<file path="config.mk">
export PLATFORM = sky130hd
export DESIGN_NAME = rbq_isqrt
export DESIGN_NICKNAME = d
export VERILOG_FILES = /design/src/rbq_isqrt.sv
export SDC_FILE = /design/constraint.sdc
export NUM_CORES = 2
export LEC_CHECK = 0
export BUFFER_PORTS_ARGS = -buffer_cell sky130_fd_sc_hd__buf_4
export CAP_MARGIN = 30
export CORE_AREA = 2 2 334 336
export CTS_CLUSTER_DIAMETER = 80
export CTS_CLUSTER_SIZE = 30
export DETAILED_ROUTE_END_ITERATION = 12
export DIE_AREA = 0 0 336 338
export GPL_TIMING_DRIVEN = 0
export PLACE_DENSITY_LB_ADDON = 0.15
export SYNTH_ARGS = -nofsm -noshare
export SYNTH_HDL_FRONTEND = slang
export SYNTH_SLANG_ARGS = --single-unit
</file>
<file path="constraint.sdc">
create_clock -name i_clk -period 6.7 [get_ports i_clk]
set_input_delay 0.67 -clock i_clk [delete_from_list [all_inputs] [get_ports i_clk]]
set_output_delay 0.67 -clock i_clk [all_outputs]
set_load 0.01 [all_outputs]
</file>
<file path="src/rbq_isqrt.sv">
`timescale 1ns / 1ps
// Pipelined integer square root, one root bit per stage.
module rbq_isqrt #(
    parameter int IN_W   = 48,
    parameter int SIDE_W = 1,
    localparam int OUT_W = (IN_W + 1) / 2
) (
    input  logic              i_clk,
    input  logic              i_rst_n,
    input  logic              i_en,
    input  logic              i_valid,
    input  logic [IN_W-1:0]   i_val,
    input  logic [SIDE_W-1:0] i_side,
    output logic              o_valid,
    output logic [OUT_W-1:0]  o_root,
    output logic [SIDE_W-1:0] o_side
);
    localparam int PAD = 2 * OUT_W;
    localparam int RW  = OUT_W + 3;

    logic              r_v    [OUT_W];
    logic [RW-1:0]     r_rem  [OUT_W];
    logic [OUT_W-1:0]  r_root [OUT_W];
    logic [PAD-1:0]    r_val  [OUT_W];
    logic [SIDE_W-1:0] r_side [OUT_W];

    for (genvar s = 0; s < OUT_W; s++) begin : g_st
        logic              a_v;
        logic [RW-1:0]     a_rem;
        logic [OUT_W-1:0]  a_root;
        logic [PAD-1:0]    a_val;
        logic [SIDE_W-1:0] a_side;
        logic [RW-1:0]     rem2;
        logic [RW-1:0]     trial;
        logic              take;

        if (s == 0) begin : g_first
            assign a_v    = i_valid;
            assign a_rem  = '0;
            assign a_root = '0;
            assign a_val  = PAD'(i_val);
            assign a_side = i_side;
        end else begin : g_next
            assign a_v    = r_v[s-1];
            assign a_rem  = r_rem[s-1];
            assign a_root = r_root[s-1];
            assign a_val  = r_val[s-1];
            assign a_side = r_side[s-1];
        end

        // bring down the next bit pair, try (root*4 + 1)
        assign rem2  = {a_rem[RW-3:0], a_val[PAD-1:PAD-2]};
        assign trial = {1'b0, a_root, 2'b01};
        assign take  = (rem2 >= trial);

        always_ff @(posedge i_clk) begin
            if (!i_rst_n) begin
                r_v[s] <= 1'b0;
            end else if (i_en) begin
                r_v[s] <= a_v;
            end
        end

        always_ff @(posedge i_clk) begin
            if (i_en) begin
                r_rem[s]  <= take ? (rem2 - trial) : rem2;
                r_root[s] <= {a_root[OUT_W-2:0], take};
                r_val[s]  <= a_val << 2;
                r_side[s] <= a_side;
            end
        end
    end

    assign o_valid = r_v[OUT_W-1];
    assign o_root  = r_root[OUT_W-1];
    assign o_side  = r_side[OUT_W-1];
endmodule

</file>
Word-level counts from Yosys, hierarchy flattened --
Memories as Yosys holds them, arrays and structs flattened. Cells that the tools add are included.
Operators by class: add/subtract/negate cells 24, $mul 0, div/mod/pow operators 0, $lt $le $gt $ge 24, eq/ne operators 0, shift operators 0, muxes and demuxes 53, bitwise logic cells 24, reduce and logical (&&, ||, !) cells 0
Operators with widths (count):
- 27-bit 2-to-1 mux | 24
- 27-bit by 26-bit greater-or-equal comparator with 1-bit output | 23
- 27-bit by 26-bit subtractor with 27-bit output | 23
- 1-bit 2-to-1 mux | 29
- 1-bit bitwise OR | 24
- 2-bit by 1-bit subtractor with 3-bit output (second input constant) | 1
- 2-bit by 1-bit greater-or-equal comparator with 1-bit output (second input constant) | 1
Storage, ports and cells: bits in registers 0, latch bits 0, RAM bits 2376, memory bits (read-only) 0, input bits 53, output and inout port bits 26, logic and storage cells 130, memories 5
Memory list:
- r_val | words 24, width 46, rd ports 23, clocked after Yosys merged registers in 0, wr ports 24, RTL line 24 | logic [PAD-1:0] r_val [OUT_W];
- r_rem | words 24, width 27, rd ports 23, clocked after Yosys merged registers in 0, wr ports 24, RTL line 22 | logic [RW-1:0] r_rem [OUT_W];
- r_root | words 24, width 24, rd ports 24, clocked after Yosys merged registers in 0, wr ports 24, RTL line 23 | logic [OUT_W-1:0] r_root [OUT_W];
- r_side | words 24, width 1, rd ports 24, clocked after Yosys merged registers in 0, wr ports 24, RTL line 25 | logic [SIDE_W-1:0] r_side [OUT_W];
- r_v | words 24, width 1, rd ports 24, clocked after Yosys merged registers in 0, wr ports 24, RTL line 21 | logic r_v [OUT_W];

Logic depth before layout (Yosys ltp) --
depth in word-level cells 4, mapped depth 15, gate-level depth less buffers 12

Worst setup path after synthesis --
No wires, ideal clock.
path kind reg2reg, from memory r_rem[1][189] in the netlist's numbering, to memory r_rem[2][3] in the netlist's numbering (data pin), library setup time 267 ps, data arrival time 2753 ps, data required time 6433 ps, path slack 3681 ps, cell stages (with the launch flop) 13, buffers on the path 2, clock period less this slack 3019 ps, cells stage by stage edfxtp_1 ha_1 o21a_1 o21ai_0 a21o_1 nand3_1 or4b_2 a31oi_1 nor4bb_1 clkbuf_1 clkbuf_1 a21oi_1 a21oi_1
RTL lines (RTL line):
- start: declaration | 22

==> impl_metrics.tcl <==
set metrics [dict create \
    n_antenna_cell 0 \
    period_minus_slack_ps 4190 \
    ios 79 \
    dp_cells 6565 \
    max_freq_mhz 239 \
    avgSynthCellArea_sq_um 13.2 \
    hp-class "in2reg" \
    rows 122 \
    power_density_nw_per_um2 290 \
    ys_seq_area_share_pct 65.9 \
    worstPathRequired_ps 7220 \
    hold_violations 0 \
    yosysWarnings 0 \
    tightest_slew_ps 1090 \
    clkTransAtPathRegs_ps 110 \
    finalMaxSlewViolations 0 \
    cts-root-buf "clkbuf_16" \
    critPathMaxFanout 10 \
    min_from "i_val[5]" \
    yosysTopAreaCell "edfxtp_1" \
    regToRegSetupSlack_ps 2510 \
    crit_path_start_kind "flop" \
    synth_area_leaders "edfxtp_1 66%, ha_1 6.2%, xor2_1 3.0%" \
    wl_per_cell_um 17.5 \
    finalSetupViolCount 0 \
    ff_latch_area_sq_um 43300 \
    syn_nets 5366 \
    core_region_area_sq_um 110000 \
    rsz0062_at_grt "no" \
    cts_setup_buffers 0 \
    grt_max_degree 197 \
    drt-total-wl_um 117000 \
    dieWidth_um 336 \
    path_cells "inv_1 > ha_1 > or3_1 > o22ai_1 > o22ai_1 > a21oi_1 > o21ai_0 > a2bb2oi_1 > and2_1 > clkbuf_1 > clkbuf_1 > nand2_1 > o21ai_0" \
    final_cells 6663 \
    syn_inst 4988 \
    whs_endpoint "r_val[0][5]" \
    drive_gt1_share_pct 4.91 \
    vias 37800 \
    crit_family "compound AO/OA/AOI/OAI gates" \
    synth_cell_type_count 83 \
    setup_tns_ps 0 \
    io_buffer_count 78 \
    totalPowerFinal_uw 20400 \
    synth_edf_count 1441 \
    clock_sinks 1442 \
    grt_overflow_total 0 \
    drt_iter0_markers 3418 \
    async_flop_share_pct 0 \
    reg2reg_to "r_rem[2][88]" \
    die_area_sq_um 114000 \
    grt_pass1_vias 36000 \
    layout_common_cells "1441 x edfxtp_1, 422 x inv_1, 392 x nand2_1" \
    die_y_um 338 \
    ys_ff_latch 1442 \
    r2r_start "r_root[2][48]" \
    critPathMaxStageDelay_ps 560 \
    area_delta_synth_final_pct 7.16 \
    worst-path-buf-inv 3 \
    ir_worst_vdd_uv 288 \
    dr.pass1.iters 10 \
    critPathArrivalTime_ps 4700 \
    syn_area_sq_um 65600 \
    slowest_stage "clkbuf_1" \
    cp-end-kind "flop" \
    initial_utilization_pct 59.6 \
    antenna_found_initial 0 \
    htreeDepth 2 \
    maxCapViolCount 0 \
    hold_buffers 0 \
    dpl.hpwl_um 84200 \
    p_leak_uw 0.0268 \
    multiInputGateArea_sq_um 20400 \
    synth_flop_cell "edfxtp_1" \
    synth_top_area_share_pct 65.9 \
    grt_util_all_layers_pct 20.6 \
    cts_tree "done" \
    fin_skew_ps 44.9 \
    clk_latency_ps 740 \
    final_common_cell "edfxtp_1" \
    cts_buffers 61 \
    drc_errors 0 \
    grt_pass1_wl_um 187000 \
    timing.final.crit_share_pct 62.5 \
    num-fill-cells 8242 \
    clockBufferDepth 3 \
    viasPerCell 5.67 \
    ant_nets 0 \
    status "complete, no violations" \
    place_congestion 0.922 \
    post_cts_resized 0 \
    path_class "reg2reg" \
    min_path_cells 1 \
    max_slew_margin_pct 27.2 \
    nNetsFinal 5519 \
    ff2ff_path_depth 13 \
]
==> stage by stage <==
step | hold WS [ps] | utilization [%] | instance area [sq um] | worst slack, ps
3_3_place_gp | 400 | 61.9 | 68100 | -8030
5_1_grt | 57.6 | 63.9 | 70300 | 2230
6_report | 100 | 63.9 | 70300 | 2510
2_1_floorplan | 400 | - | 65600 | 3680
4_1_cts | 33.6 | 63.9 | 70300 | 2520
3_5_place_dp | 405 | 62.1 | 68300 | 2270
==> where the power goes <==
group | switching, uW | total (uW) | internal (uW) | leakage [uW]
clock | 2760 | 4670 | 1900 | 0.000962
combinational | 2240 | 3880 | 1640 | 0.0120
sequential | 596 | 11800 | 11200 | 0.0139
total | 5600 | 20400 | 14800 | 0.0268
==> sequential cells by signal (all words and copies together) (netlist names) <==
| register | cells |
|---|---|
| r_rem | 542 |
| r_root | 300 |
| r_side | 24 |
| r_v | 24 |
| r_val | 552 |
==> routing by layer <==
layer  up-vias  wire [um]  global-route usage [%]
met1     18200      53800                    29.4
li1      18600          -                       -
met3       155       4930                    2.19
met5         -          0                       0
met4         0       2900                    5.58
met2       770      55200                    33.9
==> cells in the mapped netlist, types with 9 or more instances <==
library cell and count:
clkbuf_1 74, o21a_1 66, a21o_1 110, nand3b_1 9, nand3_1 77, nand4_1 54, a211oi_1 28, a21boi_0 19
a31oi_1 19, nor3b_1 11, ha_1 325, edfxtp_1 1441, or4_1 23, o41ai_1 11, o21bai_1 19, mux2_2 27
nand2_1 392, or2_2 21, and3_1 41, o21ai_0 308, nor2b_1 49, nor3_1 123, nand4b_1 12, inv_1 422
nor4_1 60, o31ai_1 43, nor2_1 275, and2_1 11, xnor2_1 187, nand2b_1 63, a21oi_1 252, or3_1 52
o211ai_1 14, xor2_1 227
==> worst max-delay path by stage <==
| stage | startpoint | end | cells past startpoint |
|---|---|---|---|
| 6_report | r_root[2][48] | r_rem[2][88] | 13 |
| 5_1_grt | r_root[2][24] | r_rem[2][56] | 14 |
| 4_1_cts | r_root[2][83] | r_rem[2][129] | 12 |
| 3_5_place_dp | i_en | r_v[0][1] | 5 |
| 3_3_place_gp | i_en | r_v[0][6] | 2 |
| 2_1_floorplan | r_rem[1][189] | r_rem[2][3] | 12 |
==> layout make-up <==
cell class,count,share of cell area (%)
sequential,1442,61.5
multi-input combinational,3039,29.1
tap,1488,2.65
inverter,422,2.25
clock buffer,65,2.19
timing repair buffer,90,1.22
clock inverter,32,0.623
buffer,85,0.471
==> worst reg2reg max path, cell delays in order (launching register included) <==
cell and delay (ps):
edfxtp_1 450, inv_1 70, ha_1 220, or3_1 320
o22ai_1 310, o22ai_1 200, a21oi_1 280, o21ai_0 290
a2bb2oi_1 280, and2_1 190, clkbuf_1 510, clkbuf_1 560
nand2_1 130, o21ai_0 160
==> cells by family after synthesis <==
logic type,Yosys count,share of synthesized area (%)
xor gates and xnor gates,414,5.52
buffers and inverters,507,2.92
other,1,0.00571
and+or+nand+nor,1295,9.68
adders and majority gates,325,6.19
DFF,1442,65.9
muxes,34,0.570
AOI/OAI and AO/OA,970,9.16
Power figures use the tool's default switching activity.
